<file path="src/rtl/evad_pkg.sv">
// ----------------------------------------------------------------------------
// evad_pkg
// Shared widths, register codes, reset values and channel structs of the
// energy voice activity detector with hangover gate.
// ----------------------------------------------------------------------------
package evad_pkg;

    localparam int MAX_FRAME_SAMPLES = 4096;

    localparam int SAMPLE_W    = 16;
    localparam int MAG_W       = SAMPLE_W + 1;
    localparam int SQ_W        = 2 * SAMPLE_W - 1;
    localparam int CNT_W       = $clog2(MAX_FRAME_SAMPLES + 1);
    localparam int ACC_W       = SQ_W - 1 + CNT_W;
    localparam int PTHR_W      = 31;
    localparam int HANG_W      = 10;
    localparam int PROB_W      = 8;
    localparam int PROD_W      = PTHR_W + CNT_W;
    localparam int ENERGY_W    = 43;
    localparam int COUNT_OUT_W = 13;
    localparam int ADDR_W      = 4;
    localparam int DATA_W      = 32;

    localparam logic [ENERGY_W-1:0]    ENERGY_MAX    = '1;
    localparam logic [COUNT_OUT_W-1:0] COUNT_OUT_MAX = '1;

    localparam logic [PTHR_W-1:0] POWER_THRESHOLD_RST = PTHR_W'(10000);
    localparam logic [HANG_W-1:0] HANGOVER_FRAMES_RST = HANG_W'(10);
    localparam logic              USE_PROB_VAD_RST    = 1'b0;
    localparam logic [PROB_W-1:0] PROB_THRESHOLD_RST  = PROB_W'(128);

    typedef enum logic [ADDR_W-3:0] {
        REG_POWER_THRESHOLD = 2'd0,
        REG_HANGOVER_FRAMES = 2'd1,
        REG_USE_PROB_VAD    = 2'd2,
        REG_PROB_THRESHOLD  = 2'd3
    } t_reg_idx;

    typedef struct packed {
        logic [PTHR_W-1:0] power_threshold;
        logic [HANG_W-1:0] hangover_frames;
        logic              use_prob_vad;
        logic [PROB_W-1:0] prob_threshold;
    } t_cfg;

    typedef struct packed {
        logic [ACC_W-1:0]  energy;
        logic [CNT_W-1:0]  count;
        logic              prob_valid;
        logic [PROB_W-1:0] voice_prob;
    } t_frame;

    typedef struct packed {
        logic [ENERGY_W-1:0]    frame_energy;
        logic [COUNT_OUT_W-1:0] frame_count;
        logic                   voice_detected;
        logic                   speaking;
        logic                   speaking_changed;
        logic                   send_frame;
        logic                   send_silence;
    } t_result;

endpackage

</file>
<file path="src/rtl/evad_regs.sv">
// ----------------------------------------------------------------------------
// evad_regs
// APB register file holding the detector thresholds, the probability mode select and the hangover length.
// ----------------------------------------------------------------------------
module evad_regs (
    input  logic                          i_clk,
    input  logic                          i_rst_n,
    input  logic                          psel,
    input  logic                          penable,
    input  logic                          pwrite,
    input  logic [evad_pkg::ADDR_W-1:0]   paddr,
    input  logic [evad_pkg::DATA_W-1:0]   pwdata,
    output logic [evad_pkg::DATA_W-1:0]   prdata,
    output logic                          pready,
    output evad_pkg::t_cfg                o_cfg
);

    evad_pkg::t_cfg   r_cfg;
    evad_pkg::t_reg_idx w_idx;
    logic             w_wr;

    assign pready = 1'b1;
    assign w_idx  = evad_pkg::t_reg_idx'(paddr[evad_pkg::ADDR_W-1:2]);
    assign w_wr   = psel && penable && pwrite;
    assign o_cfg  = r_cfg;

    always_ff @(posedge i_clk) begin
        if (!i_rst_n) begin
            r_cfg.power_threshold <= evad_pkg::POWER_THRESHOLD_RST;
            r_cfg.hangover_frames <= evad_pkg::HANGOVER_FRAMES_RST;
            r_cfg.use_prob_vad    <= evad_pkg::USE_PROB_VAD_RST;
            r_cfg.prob_threshold  <= evad_pkg::PROB_THRESHOLD_RST;
        end else if (w_wr) begin
            case (w_idx)
                evad_pkg::REG_POWER_THRESHOLD: begin
                    r_cfg.power_threshold <= pwdata[evad_pkg::PTHR_W-1:0];
                end
                evad_pkg::REG_HANGOVER_FRAMES: begin
                    r_cfg.hangover_frames <= pwdata[evad_pkg::HANG_W-1:0];
                end
                evad_pkg::REG_USE_PROB_VAD: begin
                    r_cfg.use_prob_vad <= pwdata[0];
                end
                evad_pkg::REG_PROB_THRESHOLD: begin
                    r_cfg.prob_threshold <= pwdata[evad_pkg::PROB_W-1:0];
                end
                default: begin
                end
            endcase
        end
    end

    always_comb begin
        case (w_idx)
            evad_pkg::REG_POWER_THRESHOLD: prdata = evad_pkg::DATA_W'(r_cfg.power_threshold);
            evad_pkg::REG_HANGOVER_FRAMES: prdata = evad_pkg::DATA_W'(r_cfg.hangover_frames);
            evad_pkg::REG_USE_PROB_VAD:    prdata = evad_pkg::DATA_W'(r_cfg.use_prob_vad);
            evad_pkg::REG_PROB_THRESHOLD:  prdata = evad_pkg::DATA_W'(r_cfg.prob_threshold);
            default:                       prdata = '0;
        endcase
    end

endmodule

</file>
<file path="src/rtl/evad_accum.sv">
// ----------------------------------------------------------------------------
// evad_accum
// Sample front end: input register, square, and per-frame energy and count
// accumulation that hands one frame record downstream on the last sample.
// ----------------------------------------------------------------------------
module evad_accum (
    input  logic                                 i_clk,
    input  logic                                 i_rst_n,
    input  logic                                 i_valid,
    output logic                                 o_ready,
    input  logic signed [evad_pkg::SAMPLE_W-1:0] i_sample,
    input  logic                                 i_last_of_frame,
    input  logic                                 i_prob_valid,
    input  logic        [evad_pkg::PROB_W-1:0]   i_voice_prob,
    output logic                                 o_frame_valid,
    input  logic                                 i_frame_ready,
    output evad_pkg::t_frame                     o_frame
);

    // input stage
    logic                                 r_s1_valid;
    logic signed [evad_pkg::SAMPLE_W-1:0] r_s1_sample;
    logic                                 r_s1_last;
    logic                                 r_s1_pvalid;
    logic        [evad_pkg::PROB_W-1:0]   r_s1_prob;

    // square stage
    logic                                 r_s2_valid;
    logic        [evad_pkg::SQ_W-1:0]     r_s2_sq;
    logic                                 r_s2_last;
    logic                                 r_s2_pvalid;
    logic        [evad_pkg::PROB_W-1:0]   r_s2_prob;

    // frame accumulators and frame record
    logic        [evad_pkg::ACC_W-1:0]    r_acc;
    logic        [evad_pkg::CNT_W-1:0]    r_cnt;
    logic                                 r_fr_valid;
    evad_pkg::t_frame                     r_frame;

    logic        [evad_pkg::MAG_W-1:0]    w_mag;
    logic        [2*evad_pkg::MAG_W-1:0]  w_prod;
    logic        [evad_pkg::ACC_W-1:0]    n_acc;
    logic        [evad_pkg::CNT_W-1:0]    n_cnt;
    logic                                 w_fr_free;
    logic                                 w_s2_take;
    logic                                 w_s2_free;
    logic                                 w_s1_free;

    assign w_fr_free = !r_fr_valid || i_frame_ready;
    assign w_s2_take = r_s2_valid && (!r_s2_last || w_fr_free);
    assign w_s2_free = !r_s2_valid || w_s2_take;
    assign w_s1_free = !r_s1_valid || w_s2_free;
    assign o_ready   = w_s1_free;

    assign w_mag  = r_s1_sample[evad_pkg::SAMPLE_W-1]
                  ? (~{r_s1_sample[evad_pkg::SAMPLE_W-1], r_s1_sample}) + evad_pkg::MAG_W'(1)
                  : {1'b0, r_s1_sample};
    assign w_prod = w_mag * w_mag;

    always_comb begin
        if (r_cnt < evad_pkg::CNT_W'(evad_pkg::MAX_FRAME_SAMPLES)) begin
            n_acc = r_acc + evad_pkg::ACC_W'(r_s2_sq);
            n_cnt = r_cnt + evad_pkg::CNT_W'(1);
        end else begin
            n_acc = r_acc;
            n_cnt = r_cnt;
        end
    end

    always_ff @(posedge i_clk) begin
        if (!i_rst_n) begin
            r_s1_valid <= 1'b0;
            r_s2_valid <= 1'b0;
            r_fr_valid <= 1'b0;
            r_acc      <= '0;
            r_cnt      <= '0;
        end else begin
            if (w_s1_free) begin
                r_s1_valid <= i_valid;
            end
            if (w_s2_free) begin
                r_s2_valid <= r_s1_valid;
            end
            if (w_fr_free) begin
                r_fr_valid <= w_s2_take && r_s2_last;
            end
            if (w_s2_take) begin
                if (r_s2_last) begin
                    r_acc <= '0;
                    r_cnt <= '0;
                end else begin
                    r_acc <= n_acc;
                    r_cnt <= n_cnt;
                end
            end
        end
    end

    always_ff @(posedge i_clk) begin
        if (w_s1_free && i_valid) begin
            r_s1_sample <= i_sample;
            r_s1_last   <= i_last_of_frame;
            r_s1_pvalid <= i_prob_valid;
            r_s1_prob   <= i_voice_prob;
        end
        if (w_s2_free && r_s1_valid) begin
            r_s2_sq     <= w_prod[evad_pkg::SQ_W-1:0];
            r_s2_last   <= r_s1_last;
            r_s2_pvalid <= r_s1_pvalid;
            r_s2_prob   <= r_s1_prob;
        end
        if (w_s2_take && r_s2_last) begin
            r_frame.energy     <= n_acc;
            r_frame.count      <= n_cnt;
            r_frame.prob_valid <= r_s2_pvalid;
            r_frame.voice_prob <= r_s2_prob;
        end
    end

    assign o_frame_valid = r_fr_valid;
    assign o_frame       = r_frame;

endmodule

</file>
<file path="src/rtl/evad_decide.sv">
// ----------------------------------------------------------------------------
// evad_decide
// Frame decision: threshold product, voice decision, hangover and speaking
// state, and the result register.
// ----------------------------------------------------------------------------
module evad_decide (
    input  logic              i_clk,
    input  logic              i_rst_n,
    input  evad_pkg::t_cfg    i_cfg,
    input  logic              i_frame_valid,
    output logic              o_frame_ready,
    input  evad_pkg::t_frame  i_frame,
    output logic              o_valid,
    input  logic              i_ready,
    output evad_pkg::t_result o_result
);

    logic                          r_p_valid;
    evad_pkg::t_frame              r_p_frame;
    logic [evad_pkg::PROD_W-1:0]   r_p_limit;

    logic                          r_out_valid;
    evad_pkg::t_result             r_out;

    logic [evad_pkg::HANG_W-1:0]   r_hang;
    logic                          r_talking;

    logic                          w_out_free;
    logic                          w_p_free;
    logic                          w_p_move;
    logic [evad_pkg::PROD_W-1:0]   w_limit;
    logic                          w_voice;
    logic [evad_pkg::HANG_W-1:0]   n_hang;
    logic                          n_talking;
    logic                          w_changed;
    logic                          w_send;
    logic                          w_silence;
    logic [63:0]                   w_energy64;
    logic [63:0]                   w_count64;

    assign w_out_free    = !r_out_valid || i_ready;
    assign w_p_move      = r_p_valid && w_out_free;
    assign w_p_free      = !r_p_valid || w_out_free;
    assign o_frame_ready = w_p_free;

    assign w_limit = evad_pkg::PROD_W'(i_cfg.power_threshold)
                   * evad_pkg::PROD_W'(i_frame.count);

    always_comb begin
        if (i_cfg.use_prob_vad && r_p_frame.prob_valid) begin
            w_voice = r_p_frame.voice_prob > i_cfg.prob_threshold;
        end else begin
            w_voice = evad_pkg::PROD_W'(r_p_frame.energy) > r_p_limit;
        end

        n_hang    = r_hang;
        n_talking = r_talking;
        w_changed = 1'b0;
        w_silence = 1'b0;
        w_send    = 1'b0;
        if (w_voice) begin
            n_hang    = i_cfg.hangover_frames;
            n_talking = 1'b1;
            w_changed = !r_talking;
            w_send    = 1'b1;
        end else if (r_hang != '0) begin
            n_hang    = r_hang - evad_pkg::HANG_W'(1);
            w_send    = r_talking;
        end else if (r_talking) begin
            n_talking = 1'b0;
            w_changed = 1'b1;
            w_silence = 1'b1;
        end
    end

    assign w_energy64 = 64'(r_p_frame.energy);
    assign w_count64  = 64'(r_p_frame.count);

    always_ff @(posedge i_clk) begin
        if (!i_rst_n) begin
            r_p_valid   <= 1'b0;
            r_out_valid <= 1'b0;
            r_hang      <= '0;
            r_talking   <= 1'b0;
        end else begin
            if (w_p_free) begin
                r_p_valid <= i_frame_valid;
            end
            if (w_out_free) begin
                r_out_valid <= r_p_valid;
            end
            if (w_p_move) begin
                r_hang    <= n_hang;
                r_talking <= n_talking;
            end
        end
    end

    always_ff @(posedge i_clk) begin
        if (w_p_free && i_frame_valid) begin
            r_p_frame <= i_frame;
            r_p_limit <= w_limit;
        end
        if (w_p_move) begin
            r_out.frame_energy     <= (w_energy64 > 64'(evad_pkg::ENERGY_MAX))
                                    ? evad_pkg::ENERGY_MAX
                                    : w_energy64[evad_pkg::ENERGY_W-1:0];
            r_out.frame_count      <= (w_count64 > 64'(evad_pkg::COUNT_OUT_MAX))
                                    ? evad_pkg::COUNT_OUT_MAX
                                    : w_count64[evad_pkg::COUNT_OUT_W-1:0];
            r_out.voice_detected   <= w_voice;
            r_out.speaking         <= n_talking;
            r_out.speaking_changed <= w_changed;
            r_out.send_frame       <= w_send;
            r_out.send_silence     <= w_silence;
        end
    end

    assign o_valid  = r_out_valid;
    assign o_result = r_out;

endmodule

</file>
<file path="src/rtl/energy_vad_hangover_gate.sv">
// ----------------------------------------------------------------------------
// energy_vad_hangover_gate
// Energy voice activity detector with hangover-gated transmit decision.
// ----------------------------------------------------------------------------
// Takes one PCM sample per cycle with no gaps required; a result for a frame
// passes, after the transfer of its last sample, through the pipeline of
// input register, squarer, accumulator, threshold multiplier and result
// register. Each stage holds while the stage after it is full, so
// input stalls only once results back up through the whole pipeline.
// Samples past the frame length limit are ignored. Write registers only while
// no frame is in flight.
// ----------------------------------------------------------------------------
module energy_vad_hangover_gate (
    input  logic                                     i_clk,
    input  logic                                     i_rst_n,
    input  logic                                     psel,
    input  logic                                     penable,
    input  logic                                     pwrite,
    input  logic        [evad_pkg::ADDR_W-1:0]       paddr,
    input  logic        [evad_pkg::DATA_W-1:0]       pwdata,
    output logic        [evad_pkg::DATA_W-1:0]       prdata,
    output logic                                     pready,
    input  logic                                     i_valid,
    output logic                                     o_ready,
    input  logic signed [evad_pkg::SAMPLE_W-1:0]     i_sample,
    input  logic                                     i_last_of_frame,
    input  logic                                     i_prob_valid,
    input  logic        [evad_pkg::PROB_W-1:0]       i_voice_prob,
    output logic                                     o_valid,
    input  logic                                     i_ready,
    output logic        [evad_pkg::ENERGY_W-1:0]     o_frame_energy,
    output logic        [evad_pkg::COUNT_OUT_W-1:0]  o_frame_count,
    output logic                                     o_voice_detected,
    output logic                                     o_speaking,
    output logic                                     o_speaking_changed,
    output logic                                     o_send_frame,
    output logic                                     o_send_silence
);

    evad_pkg::t_cfg    w_cfg;
    evad_pkg::t_frame  w_frame;
    logic              w_frame_valid;
    logic              w_frame_ready;
    evad_pkg::t_result w_result;

    evad_regs u_regs (
        .i_clk   (i_clk),
        .i_rst_n (i_rst_n),
        .psel    (psel),
        .penable (penable),
        .pwrite  (pwrite),
        .paddr   (paddr),
        .pwdata  (pwdata),
        .prdata  (prdata),
        .pready  (pready),
        .o_cfg   (w_cfg)
    );

    evad_accum u_accum (
        .i_clk           (i_clk),
        .i_rst_n         (i_rst_n),
        .i_valid         (i_valid),
        .o_ready         (o_ready),
        .i_sample        (i_sample),
        .i_last_of_frame (i_last_of_frame),
        .i_prob_valid    (i_prob_valid),
        .i_voice_prob    (i_voice_prob),
        .o_frame_valid   (w_frame_valid),
        .i_frame_ready   (w_frame_ready),
        .o_frame         (w_frame)
    );

    evad_decide u_decide (
        .i_clk         (i_clk),
        .i_rst_n       (i_rst_n),
        .i_cfg         (w_cfg),
        .i_frame_valid (w_frame_valid),
        .o_frame_ready (w_frame_ready),
        .i_frame       (w_frame),
        .o_valid       (o_valid),
        .i_ready       (i_ready),
        .o_result      (w_result)
    );

    assign o_frame_energy     = w_result.frame_energy;
    assign o_frame_count      = w_result.frame_count;
    assign o_voice_detected   = w_result.voice_detected;
    assign o_speaking         = w_result.speaking;
    assign o_speaking_changed = w_result.speaking_changed;
    assign o_send_frame       = w_result.send_frame;
    assign o_send_silence     = w_result.send_silence;

endmodule

</file>
<file path="config.mk">
export PLATFORM = sky130hd
export DESIGN_NAME = energy_vad_hangover_gate
export DESIGN_NICKNAME = d
export VERILOG_FILES = /design/src/rtl/evad_pkg.sv /design/src/rtl/evad_regs.sv /design/src/rtl/evad_accum.sv /design/src/rtl/evad_decide.sv /design/src/rtl/energy_vad_hangover_gate.sv
export SDC_FILE = /design/constraint.sdc
export NUM_CORES = 2
export LEC_CHECK = 0
export BUFFER_PORTS_ARGS = -buffer_cell sky130_fd_sc_hd__buf_2
export CAP_MARGIN = 0
export CORE_MARGIN = 10
export CORE_UTILIZATION = 30
export DETAILED_ROUTE_END_ITERATION = 10
export PLACE_DENSITY = 0.48
export SYNTH_ARGS = -nofsm -noshare
export SYNTH_HDL_FRONTEND = slang
export SYNTH_HIERARCHICAL = 1
export SYNTH_SLANG_ARGS = --single-unit
</file>
<file path="constraint.sdc">
create_clock -name i_clk -period 11.5 [get_ports i_clk]
set_clock_uncertainty 0.1 [all_clocks]
set_input_delay 2.3 -clock i_clk [delete_from_list [all_inputs] [get_ports i_clk]]
set_output_delay 2.3 -clock i_clk [all_outputs]
set_load 0.02 [all_outputs]
</file>
==> impl_metrics.toml <==
[sta]
drv_slew = 0
finalHoldViolations = 0
grt_setup_unrepaired = "no"
timing.final.crit_share_pct = 77.4
setup_viol = 0
relSlewSlack_pct = 30.9
timing.fmax_mhz = 112
min_period_ns = 8.90
setup_tns_ns = 0
tightest_slew_ns = 1.03

[global_route]
grt_pass1_vias = 27900
grt_usage_pct = 14.4
antenna_found_initial = 6
grt_pass1_wl_mm = 166
grt_max_degree = 90
globalRouteOverflowTotal = 0

[hold_path]
hold_start = "u_accum/o_frame[51]$_DFFE_PP_"
hp-class = "flip-flop to flip-flop"

[logic_synthesis]
synth_ff_type = "edfxtp_1"
synth_common_cells = "inv_1, fa_1, nand2_1"
synthDistinctLibCells = 94
ys_warn_count = 6
synth-seq-area-share_pct = 29.3
synth_edf_count = 300
synth_top_area_share_pct = 26.2
synth-seq-cells = 422
syn_avg_cell_area_sq_um = 9.87
ys_top_cells_by_area = "fa_1, edfxtp_1, ha_1"
synth_top_cell_by_area = "fa_1"
netlist_area_sq_um = 39100
ys_async_sr_fraction_pct = 0
synthCells = 3959
synth_most_common_cell = "inv_1"

[cts]
cts_buffers = 51
clockRootBuffer = "clkbuf_16"
post_cts_buffers = 0
clock-sinks = 422
cts.clk_slew.worst_paths_ns = 0.06
ctsResizeCount = 0
clk_path_buf_depth = 3
clk_latency_ns = 0.63
cts_max_level = 2
hold_buffers = 0
cts_tree = "built"

[floorplanning]
initial_core_util_pct = 30.2
dieArea_sq_um = 145000
rows = 132
io_pins = 165
coreArea_sq_um = 129000
die_h_um = 381
die_x_um = 381

[finish]
drive_gt1_share_pct = 8.17
layout.nets = 4878
antenna_cells = 0
final_cells = 5817
finalInstanceArea_sq_um = 43500
area_growth_pct = 11.3

[setup_path]
worstSetupEndpointType = "flip-flop"
cp-startpoint = "u_accum/r_s1_sample[5]$_DFFE_PP_"
path_delay_family = "adder cells"
arrival_ns = 9.18
crit_slowest_cell = "or4_1"
rr_startpoint = "u_accum/r_s1_sample[5]$_DFFE_PP_"
worstPathRequired_ns = 11.78
cpPeakStageDelay_ns = 0.62
critical_path_class = "flip-flop to flip-flop"
critPathLaunchType = "flip-flop"
worst-path-buf-inv = 6
crit_fanout = 11

[pwr]
power_leakage_uw = 0.0197
p_per_area_nw_per_um2 = 309
irDropWorstVdd_uv = 660
finalPower_uw = 13500

[detailed_routing]
wire_per_inst_um = 18.0
avgViaCountPerCell = 4.59
drc = 0
drt_iter0_drc = 1608
num_vias = 26700
drtAntennaViolNets = 0
first_pass_iters = 5
drt-total-wl_mm = 105

[placed_design]
dp.cells = 5721
hpwl_mm = 80.4
io_buffers = 159
globalplace.congestion = 0.831
dpl_cell_area_sq_um = 41700

[status]
status = "finished, final reports clean"

[run]
drv_cap = 0
-- state kept, by name, summed over array words and instances (netlist names), 16 cells and up --
register and flops:
u_accum/o_frame 65, u_decide/o_result 60, u_decide/r_p_limit 44, u_regs/o_cfg 50, u_accum/r_s2_sq 30, u_accum/r_acc 43
u_accum/r_s1_sample 16, u_decide/r_p_frame 65
-- logic make-up (layout without fill, tap and decap cells) --
group	count (synthesis)	count (layout)	share of synthesized area, %
and+or+nand+nor	1086	1086	13.3
buffers and inverters	974	1058	9.51
adders and majority gates	777	777	34.7
AOI/OAI and AO/OA	506	506	8.59
DFF	422	422	29.3
xor gates and xnor gates	127	127	2.89
muxes	63	63	1.67
other	4	36	0.0384
-- stage by stage --
| step | util [%] | hold slack, ns | setup slack, ns |
|---|---|---|---|
| floorplan | - | 0.300 | 3.53 |
| global placement | 32.2 | 0.301 | 2.57 |
| detailed placement | 32.2 | 0.305 | 2.51 |
| CTS | 33.6 | 0.314 | 2.48 |
| global route | 33.6 | 0.321 | 2.02 |
| finish | 33.6 | 0.314 | 2.60 |
-- per-layer routing --
metal | GRT usage (%) | routed length, um
met3 | 2.26 | 4620
met5 | 0 | 0
met1 | 20.1 | 49400
met2 | 23.5 | 48600
met4 | 3.10 | 2070
-- cell usage in the layout, fill, tap and decap left out, drive strengths merged, types with 21 or more instances in the layout --
cell type / netlist / layout
clkinv: 6 / 25
conb: 4 / 36
o211ai: 21 / 21
nor3: 26 / 26
fa: 511 / 511
xor2: 55 / 55
nand4: 25 / 25
xnor2: 72 / 72
dfxtp: 122 / 122
a21o: 73 / 73
nand2: 502 / 502
edfxtp: 300 / 300
clkbuf: 195 / 60
nor2: 150 / 150
ha: 266 / 266
buf: 19 / 202
a21oi: 132 / 132
o21a: 24 / 24
and2: 222 / 222
inv: 754 / 758
nand3: 50 / 50
a22oi: 22 / 22
mux2i: 56 / 56
o21ai: 105 / 105
-- report_power, final --
group	internal [uW]	switching, uW
clock network	1040	693
registers	2230	55.1
logic	3970	5480
-- worst register-to-register path, cell delays in order, from the launching register on --
cell and delay (ns):
edfxtp_1 0.46, nor4_2 0.35, or3b_1 0.43, or4_1 0.62, and2_1 0.24, xnor2_2 0.34
inv_1 0.35, nand2_1 0.22, inv_1 0.08, fa_1 0.54, inv_1 0.06, fa_1 0.46
fa_1 0.51, inv_1 0.05, fa_1 0.46, fa_1 0.54, inv_1 0.05, fa_1 0.52
inv_1 0.04, ha_1 0.32, nand3_1 0.18, or4_1 0.50, o21bai_1 0.28, o21ai_0 0.25
a31oi_1 0.37, o21a_1 0.16, nor2_1 0.04, xnor2_1 0.12
-- worst paths after layout --
path                                 endpoint  slack, ns  depth (start not counted)
max reg2reg     u_accum/r_s2_sq[27]$_DFFE_PP_       2.60                         27
min          u_decide/r_p_frame[51]$_DFFE_PP_       0.31                          0
min reg2reg  u_decide/r_p_frame[51]$_DFFE_PP_       0.31                          0
max             u_accum/r_s2_sq[27]$_DFFE_PP_       2.60                         27
-- cell type report --
class	instances	area, sq um
Fill cell	13400	86000
Multi-Input combinational cell	2595	24100
Sequential cell	422	11500
Inverter	760	2850
Tap cell	1742	2180
Clock buffer	60	1360
Timing Repair Buffer	202	1120
Clock inverter	36	468
Power figures use the tool's default switching activity.
